### config.mk
export PLATFORM = sky130hd
export DESIGN_NAME = bfsp_ctrl
export DESIGN_NICKNAME = d
export VERILOG_FILES = /design/src/rtl/core/bfsp_pkg.sv /design/src/rtl/core/bfsp_ctrl.sv
export SDC_FILE = /design/constraint.sdc
export NUM_CORES = 1
export LEC_CHECK = 0
export BUFFER_PORTS_ARGS = -buffer_cell sky130_fd_sc_hd__buf_2
export CORE_MARGIN = 3
export CORE_UTILIZATION = 30
export DETAILED_ROUTE_END_ITERATION = 8
export RECOVER_POWER = 50
export SETUP_SLACK_MARGIN = 0.5
export SYNTH_ARGS = -nofsm -noshare
export SYNTH_HDL_FRONTEND = slang
export SYNTH_SLANG_ARGS = --single-unit
### constraint.sdc
create_clock -name clk_i -period 5.33 [get_ports clk_i]
set_input_delay 0.7995 -clock clk_i [delete_from_list [all_inputs] [get_ports clk_i]]
set_output_delay 0.7995 -clock clk_i [all_outputs]
set_load 0.05 [all_outputs]
### src/rtl/core/bfsp_pkg.sv
// bfsp_pkg: shared types, constants and probe formation for the six-probe bloom filter
// no dependencies; imported by bfsp_store, bfsp_ctrl and bloom_filter_six_probe_unit
`default_nettype none

package bfsp_pkg;

  // filter geometry
  localparam int INDEX_BITS  = 24;
  localparam int ADDR_BITS   = INDEX_BITS - 3;
  localparam int STORE_DEPTH = 1 << ADDR_BITS;
  localparam int PROBE_COUNT = 6;
  localparam int CNT_BITS    = $clog2(PROBE_COUNT);

  // operation codes
  localparam logic FUNC_INSERT = 1'b0;
  localparam logic FUNC_QUERY  = 1'b1;

  typedef logic [INDEX_BITS-1:0] probe_t;
  typedef logic [ADDR_BITS-1:0]  addr_t;

  // one cycle of requests to the filter store
  typedef struct packed {
    logic       re;
    addr_t      raddr;
    logic       we;
    addr_t      waddr;
    logic [7:0] wdata;
  } mem_req_t;

  // probe n of a digest; digest byte 0 sits in key[127:120]
  function automatic probe_t make_probe(input logic [127:0] key, input logic [15:0] crc,
                                        input int n);
    int         base;
    logic [7:0] b0;
    logic [7:0] b1;
    logic [7:0] b2;
    probe_t     p;
    base = 1 + 3 * (n - 1);
    if (n == 0) begin
      p = {key[127:120], crc};
    end else begin
      // three bytes read little-endian
      b0 = key[127 - 8 * base -: 8];
      b1 = key[127 - 8 * (base + 1) -: 8];
      b2 = key[127 - 8 * (base + 2) -: 8];
      p  = {b2, b1, b0};
    end
    return p;
  endfunction

endpackage

`default_nettype wire

### src/rtl/core/bfsp_ctrl.sv
// bfsp_ctrl: clearing pass, probe sequencer and read-modify-write datapath
// depends on bfsp_pkg; drives the request struct of bfsp_store
`default_nettype none

module bfsp_ctrl
  import bfsp_pkg::*;
(
  input  wire logic         clk_i,
  input  wire logic         rst_ni,
  input  wire logic         start,
  output logic              busy,
  input  wire logic         func_i,
  input  wire logic [63:0]  key_high_i,
  input  wire logic [63:0]  key_low_i,
  input  wire logic [15:0]  key_crc_i,
  output logic              result_valid_o,
  output logic              may_contain_o,
  output mem_req_t          req_o,
  input  wire logic [7:0]   rdata_i
);

  typedef enum logic [1:0] {
    ST_CLEAR,
    ST_IDLE,
    ST_RUN
  } state_e;

  localparam logic [CNT_BITS-1:0] CNT_FIRST = CNT_BITS'(1);
  localparam logic [CNT_BITS-1:0] CNT_LAST  = CNT_BITS'(PROBE_COUNT - 1);
  localparam addr_t               ADDR_MAX  = {ADDR_BITS{1'b1}};

  state_e              state_q, state_d;
  logic [CNT_BITS-1:0] cnt_q, cnt_d;
  addr_t               clr_addr_q, clr_addr_d;
  probe_t              probe_q [PROBE_COUNT];
  probe_t              probe_in [PROBE_COUNT];
  logic                func_q, func_d;

  // data stage of the read-modify-write
  logic                dat_valid_q, dat_valid_d;
  addr_t               dat_addr_q, dat_addr_d;
  logic [2:0]          dat_sel_q, dat_sel_d;
  logic                dat_first_q, dat_first_d;
  logic                dat_last_q, dat_last_d;
  logic                dat_func_q, dat_func_d;
  logic                acc_q, acc_d;

  // copy of the write issued alongside the last read
  logic                fwd_valid_q;
  addr_t               fwd_addr_q;
  logic [7:0]          fwd_data_q;

  logic                res_valid_q, res_valid_d;
  logic                res_hit_q, res_hit_d;

  logic                accept;
  probe_t              iss_probe;
  logic                iss_valid;
  logic [7:0]          cur_byte;
  logic [7:0]          bit_mask;
  logic                bit_hit;
  logic                acc_new;
  mem_req_t            req;

  assign accept = start && (state_q == ST_IDLE);

  // probe formation from the input ports
  always_comb begin
    for (int n = 0; n < PROBE_COUNT; n++) begin
      probe_in[n] = make_probe({key_high_i, key_low_i}, key_crc_i, n);
    end
  end

  // issue: probe 0 straight from the ports, the rest from the probe registers
  always_comb begin
    iss_valid = 1'b0;
    iss_probe = probe_q[cnt_q];
    case (state_q)
      ST_IDLE: begin
        iss_valid = accept;
        iss_probe = probe_in[0];
      end
      ST_RUN: begin
        iss_valid = 1'b1;
      end
      default: begin
        iss_valid = 1'b0;
      end
    endcase
  end

  // merge the write that the memory read could not see yet
  always_comb begin
    if (fwd_valid_q && (fwd_addr_q == dat_addr_q)) begin
      cur_byte = fwd_data_q;
    end else begin
      cur_byte = rdata_i;
    end
    bit_mask = 8'h80 >> dat_sel_q;
    bit_hit  = |(cur_byte & bit_mask);
    acc_new  = dat_first_q ? bit_hit : (acc_q & bit_hit);
  end

  // memory requests: probe reads, clearing pass or insert write-back
  always_comb begin
    req       = '0;
    req.re    = iss_valid;
    req.raddr = iss_probe[INDEX_BITS-1:3];
    if (state_q == ST_CLEAR) begin
      req.we    = 1'b1;
      req.waddr = clr_addr_q;
      req.wdata = 8'h00;
    end else if (dat_valid_q && (dat_func_q == FUNC_INSERT)) begin
      req.we    = 1'b1;
      req.waddr = dat_addr_q;
      req.wdata = cur_byte | bit_mask;
    end
  end

  assign req_o = req;

  // next state
  always_comb begin
    state_d     = state_q;
    cnt_d       = cnt_q;
    clr_addr_d  = clr_addr_q;
    func_d      = func_q;
    dat_valid_d = iss_valid;
    dat_addr_d  = iss_probe[INDEX_BITS-1:3];
    dat_sel_d   = iss_probe[2:0];
    dat_first_d = (state_q == ST_IDLE);
    dat_last_d  = (state_q == ST_RUN) && (cnt_q == CNT_LAST);
    dat_func_d  = (state_q == ST_IDLE) ? func_i : func_q;
    acc_d       = dat_valid_q ? acc_new : acc_q;
    res_valid_d = dat_valid_q && dat_last_q && (dat_func_q == FUNC_QUERY);
    res_hit_d   = acc_new;
    case (state_q)
      ST_CLEAR: begin
        clr_addr_d = clr_addr_q + 1'b1;
        if (clr_addr_q == ADDR_MAX) begin
          state_d = ST_IDLE;
        end
      end
      ST_IDLE: begin
        if (accept) begin
          state_d = ST_RUN;
          cnt_d   = CNT_FIRST;
          func_d  = func_i;
        end
      end
      ST_RUN: begin
        if (cnt_q == CNT_LAST) begin
          state_d = ST_IDLE;
        end else begin
          cnt_d = cnt_q + 1'b1;
        end
      end
      default: begin
        state_d = ST_IDLE;
      end
    endcase
  end

  // state and registered outputs
  always_ff @(posedge clk_i or negedge rst_ni) begin
    if (!rst_ni) begin
      state_q     <= ST_CLEAR;
      cnt_q       <= '0;
      clr_addr_q  <= '0;
      dat_valid_q <= 1'b0;
      fwd_valid_q <= 1'b0;
      res_valid_q <= 1'b0;
    end else begin
      state_q     <= state_d;
      cnt_q       <= cnt_d;
      clr_addr_q  <= clr_addr_d;
      dat_valid_q <= dat_valid_d;
      fwd_valid_q <= req.we;
      res_valid_q <= res_valid_d;
    end
  end

  // payload registers
  always_ff @(posedge clk_i) begin
    if (accept) begin
      for (int n = 0; n < PROBE_COUNT; n++) begin
        probe_q[n] <= probe_in[n];
      end
    end
    func_q      <= func_d;
    dat_addr_q  <= dat_addr_d;
    dat_sel_q   <= dat_sel_d;
    dat_first_q <= dat_first_d;
    dat_last_q  <= dat_last_d;
    dat_func_q  <= dat_func_d;
    acc_q       <= acc_d;
    fwd_addr_q  <= req.waddr;
    fwd_data_q  <= req.wdata;
    res_hit_q   <= res_hit_d;
  end

  assign busy           = (state_q != ST_IDLE);
  assign result_valid_o = res_valid_q;
  assign may_contain_o  = res_hit_q;

  // an accepted item starts the probe sequence at the second probe
  a_accept_runs: assert property (@(posedge clk_i) disable iff (!rst_ni)
    accept |=> (state_q == ST_RUN) && (cnt_q == CNT_FIRST))
    else $error("accepted item did not start the probe sequence");

  // a result strobe follows the data stage of the last probe of a query
  a_result_from_last: assert property (@(posedge clk_i) disable iff (!rst_ni)
    result_valid_o |-> $past(dat_valid_q && dat_last_q && (dat_func_q == FUNC_QUERY)))
    else $error("result strobe without a finished query");

  // outside the clearing pass only an insert writes the store
  a_write_only_insert: assert property (@(posedge clk_i) disable iff (!rst_ni)
    (state_q != ST_CLEAR) && req.we |-> dat_valid_q && (dat_func_q == FUNC_INSERT))
    else $error("store written outside an insert");

  // the last probe's data stage lines up with the return to idle
  a_last_idle: assert property (@(posedge clk_i) disable iff (!rst_ni)
    dat_valid_q && dat_last_q |-> (state_q == ST_IDLE))
    else $error("last probe data stage not aligned with idle");

endmodule

`default_nettype wire

---- After elaboration in Yosys (flattened, before gate mapping) ----
Memory sizes are Yosys's and may differ from the RTL's.
Cells that the tools add are included.
Widths: inputs -> output; s select.
word-level totals
  register bits ........................... 88
  bits in latches ......................... 0
  bits in writable memories ............... 144
  bits in read-only memories .............. 0
  input port bits ......................... 156
  output and inout bits ................... 55
  word-level logic and storage cells ...... 62
  memories kept ........................... 1
memory list
  memory   words  width  rd ports  clocked after memory_dff  wr ports  line             source
  probe_q  6      24     1         0                         6         bfsp_ctrl.sv:35  probe_t probe_q [PROBE_COUNT];
cells by class
  add/sub/neg operators ................... 2
  multipliers ............................. 0
  div/mod/pow operators ................... 0
  magnitude comparators ................... 0
  equal/unequal tests ..................... 10
  shift-type cells ........................ 1
  multiplexer cells ....................... 16
  bitwise operators ....................... 4
  reductions and logical operators ........ 12
operators by type and width
  kind                   count
  $mux 30                2
  $mux 24                1
  $add 21x1->21 const B  1
  $eq 21x21->1           1
  $eq 21x21->1 const B   1
  $and 8x8->8            1
  $mux 8                 1
  $ne 2x1->1 const B     4
  $or 8x8->8             1
  $reduce_or 8->1        1
  $shr 8x3->8 const A    1
  $logic_and 1x1->1      6
  $mux 2                 3
  $mux 3                 2
  $pmux 2 s3             1
  $pmux 3 s2             1
  $reduce_and 3->1       2
  $mux 1                 4
  $add 3x1->3 const B    1
  $eq 3x3->1 const B     1
  $eq 2x1->1 const B     1
  $eq 2x2->1 const B     1
  $logic_not 2->1        1
  $ne 2x2->1 const B     1
  5 further kinds        5

---- Longest topological paths before layout ----
  depth in word-level cells ............... 7
  gate-level depth with buffers ........... 8
  depth with buffers taken out ............ 7

---- Worst setup path before layout ----
OpenSTA, ideal clock, no wires.
  path kind ............................... input-to-output
  start ................................... input port start
  end ..................................... output port req_o[51] in the netlist's numbering
  arrival time ............................ 4876 ps
  data required time ...................... 4530 ps
  setup slack ............................. -346 ps
  cell stages on the path ................. 4
  buffers on the path ..................... 2
  cells stage by stage .................... clkbuf_1 > and2_1 > o21a_1 > buf_4
on the way
  cells in the longest elaborated chain, start to end .. 2
RTL lines
  item               line             source
  start, declared    bfsp_ctrl.sv:10  input wire logic start,
  $logic_and 1x1->1  bfsp_ctrl.sv:65  assign accept = start && (state_q == ST_IDLE);
  via accept         bfsp_ctrl.sv:56  logic accept;
  $pmux 1 s2         bfsp_ctrl.sv:78  case (state_q)
  end, declared      bfsp_ctrl.sv:18  output mem_req_t req_o,
The timed path passes the listed nets, and every way through them passes these cells.

==> metrics <==
routed wire length 22940 µm; cells on worst reg2reg path 4; Synth cell types 41; Avg Cell Area, Syn around 15 µm²; Ports ~210; fmax 238.3 MHz; Rel. slew slack -18.80%; Syn Std Cell Area 9126 µm²; Non-Filler Instances around 1200; Remaining Overflow, GRT 0; fill cell count slightly below 3000; Placed Instances 1177; post-layout minimum cycle time between 4 and 5 ns; CTS Hold Bufs 0; router iterations before antenna repair 5; multi-input logic area about 2600 µm²; Final nets 976; Post-synth EDFFs 146; clock tree buffer depth 3; Max Cap Violations 1; type of the worst setup path reg -> out; GRT Total Usage 13.67%; Post-Synth Simple-Gate Area 6.375%; layout cell share with drive strength beyond 1 30.25%; Hold Fails Final Rpt 0; initial DRC count 340; FF+latch count, synth ~230; fin crit share 78.74%; CTS Buf Count 25; final core occ 37.56%; Synth Area in XOR/XNOR under 10%; Mapped Cells 625; PortBufs 210; endpoints failing setup 0; outcome finished with violations; Top FF cell, synth edfxtp_1; Die Ht between 150 and 200 µm; Warnings, synthesis 0; Max rail drop VDD 0.3065 mV; WL/cell 18.74 µm; first-pass GRT wire length about 35000 µm; DRC violations left 0; post-synthesis sequential area ratio around two thirds; H-Tree Depth 1; Compound-Gate Fraction of Synth Area 6.773%; Final Skew 0.008002 ns; CTS tree yes; Via density 4.614; startpoint types register; largest net degree at the start of global routing 78; sequential cell area 6256 µm²; HPWL Detailed 16770 µm; chip width 180.4 µm; Crit path arrival time 3.40 ns; area grow syn2layout 22.64%; RSZ-0062 raised after global routing false; post-CTS resize count 0; clk sinks around 230; failing checks max-capacitance violations, max-slew violations; main combinational cell family by area after synthesis multiplexers; Vias 5647; worst hold stages 1; Sum Neg Setup Slack 0 ns; final instance area 11190 µm²; Crit Path Max Fanout 71; root buf cell clkbuf_16; clock latency on the worst-skew pair around 0.52 ns; CP Capture Type primary output; clk slew on worst S/H paths 0.06 ns; Core Region 29800 µm²; leakage power 4.470 nW; row count 63; final hold slack 0.4525 ns; mux contribution to synthesized area 10.15%; Setup Fix Bufs, Post-CTS 0; ys async rst share 12.50%; Syn Nets 787; worst slew pin tran 1.782 ns; Post-Synth Adder-Cell Area 0.8226%; routability congestion estimate 0.7692; Initial Util 30.63%; initial antenna violation count 4; Antenna Nets Post-Route 0; Slew Limit Fails 30; Pwr per Cell Area slightly below 600 nW/µm²; critical path data required time 4.53 ns; die area 32550 µm²; vias in the first global route 5833; HP Class in -> reg; Placed Area 10430 µm²
[layout make-up]
type                    count  share of cell area (%)
diodes                      1                 0.02236
clock buffers              32                   6.093
clock inverters            14                   1.140
inverters                   5                  0.1677
multi-input cells         333                   22.92
flip-flops and latches    232                   55.90
well taps                 390                   4.360
repair buffers            217                   9.402
[synthesized netlist by cell type (2+ instances only)]
cell type / count / area share [%]
xnor2_1: 16 / 1.5
mux2i_1: 34 / 3.7
buf_2: 6 / 0.33
nor3_1: 6 / 0.33
and2_1: 2 / 0.14
a21oi_1: 12 / 0.66
xor2_1: 25 / 2.4
clkbuf_1: 22 / 0.90
nand2_1: 68 / 2.8
nand3_1: 13 / 0.71
or3_1: 2 / 0.14
buf_4: 22 / 1.8
ha_1: 6 / 0.82
a211oi_1: 2 / 0.16
o21ai_0: 51 / 2.8
mux2_2: 2 / 0.25
and4_1: 3 / 0.29
dfrtp_1: 29 / 8.0
nand2b_1: 4 / 0.27
o211ai_1: 2 / 0.16
a22o_1: 21 / 2.0
o21a_1: 2 / 0.16
nor4_1: 5 / 0.34
and3_1: 4 / 0.27
nand4_1: 7 / 0.48
buf_1: 5 / 0.21
nor2_1: 9 / 0.37
inv_1: 5 / 0.21
edfxtp_1: 146 / 48
a22oi_1: 2 / 0.16
mux4_2: 25 / 6.2
dfxtp_1: 57 / 13
nand3b_1: 2 / 0.16
[worst max-delay path: stages (launching register included)]
cell	delay [ns]
dfrtp_1	0.37
inv_1	0.09
ha_1	1.00
and2_4	0.92
o21a_1	0.21
buf_2	0.27
[path summary, 6_finish.rpt]
check	end	slack (ns)	start
setup / recovery	req_o[51]	1.13	state_q[1]
hold / removal	probe_q[5][17]	0.45	key_low_i[1]
setup reg to reg	probe_q[2][11]	1.64	state_q[1]
hold reg to reg	dat_func_q	0.48	func_q
max in group asynchronous	cnt_q[0]	3.31	rst_ni
min in group asynchronous	clr_addr_q[0]	0.76	rst_ni
[metrics by stage]
stage	setup slack [ns]	power, mW
finish	1.133	6.614
global route	0.7978	6.984
CTS	1.360	6.742
detailed placement	1.920	5.012
global placement	1.933	4.988
floorplan	1.234	4.476
[metal layers]
layer  GRT usage [%]  vias to the layer above  share of wire, %
li1                -                     2686                 -
met1           18.51                     2754                44
met3           2.846                       41               4.8
met4           3.715                        6               2.6
met2           22.43                      160                49
met5               0                        -              0.19
[cells in the final DEF, fill, tap and decap left out, drive strengths merged, types with 2 or more instances in the layout]
master / synthesis / layout
buf: 33 / 182
edfxtp: 146 / 146
nand2: 68 / 68
clkbuf: 22 / 67
dfxtp: 57 / 57
o21ai: 51 / 51
mux2i: 34 / 34
dfrtp: 29 / 29
xor2: 25 / 25
mux4: 25 / 25
a22o: 21 / 21
xnor2: 16 / 16
nand3: 13 / 13
a21oi: 12 / 12
nor2: 9 / 9
nand4: 7 / 7
clkinv: 0 / 7
nor3: 6 / 6
ha: 6 / 6
inv: 5 / 6
nor4: 5 / 5
nand2b: 4 / 4
and3: 4 / 4
clkinvlp: 0 / 4
and4: 3 / 3
o21a: 2 / 2
or3: 2 / 2
nand3b: 2 / 2
o211ai: 2 / 2
a22oi: 2 / 2
a211oi: 2 / 2
mux2: 2 / 2
bufinv: 0 / 2
and2: 2 / 2
[power breakdown]
part	internal (mW)	total [mW]	switching, mW	leakage [nW]
Combinational	0.651	2.16	1.51	1.87
Sequential	2.41	2.75	0.340	2.22
Clock	1.00	1.70	0.701	0.383
Total	4.06	6.61	2.55	4.47
[state kept, by name, indices dropped and copies added (netlist names)]
signal	flops
clr_addr_q	21
func_q	1
fwd_valid_q	1
dat_func_q	1
dat_sel_q	3
fwd_addr_q	21
may_contain_o	1
cnt_q	3
probe_q	144
dat_first_q	1
state_q	2
result_valid_o	1
acc_q	1
fwd_data_q	8
dat_valid_q	1
dat_last_q	1
dat_addr_q	21
[cells by family (layout without fill, tap and decap cells)]
logic type | count (synthesis) | in the layout
compound gates | 99 | 99
xor+xnor | 41 | 41
fa+ha+maj | 6 | 6
buf+inv | 60 | 268
flops | 232 | 232
mux | 61 | 61
other cells | 0 | 1
simple gates | 126 | 126
Power figures use the tool's default switching activity.
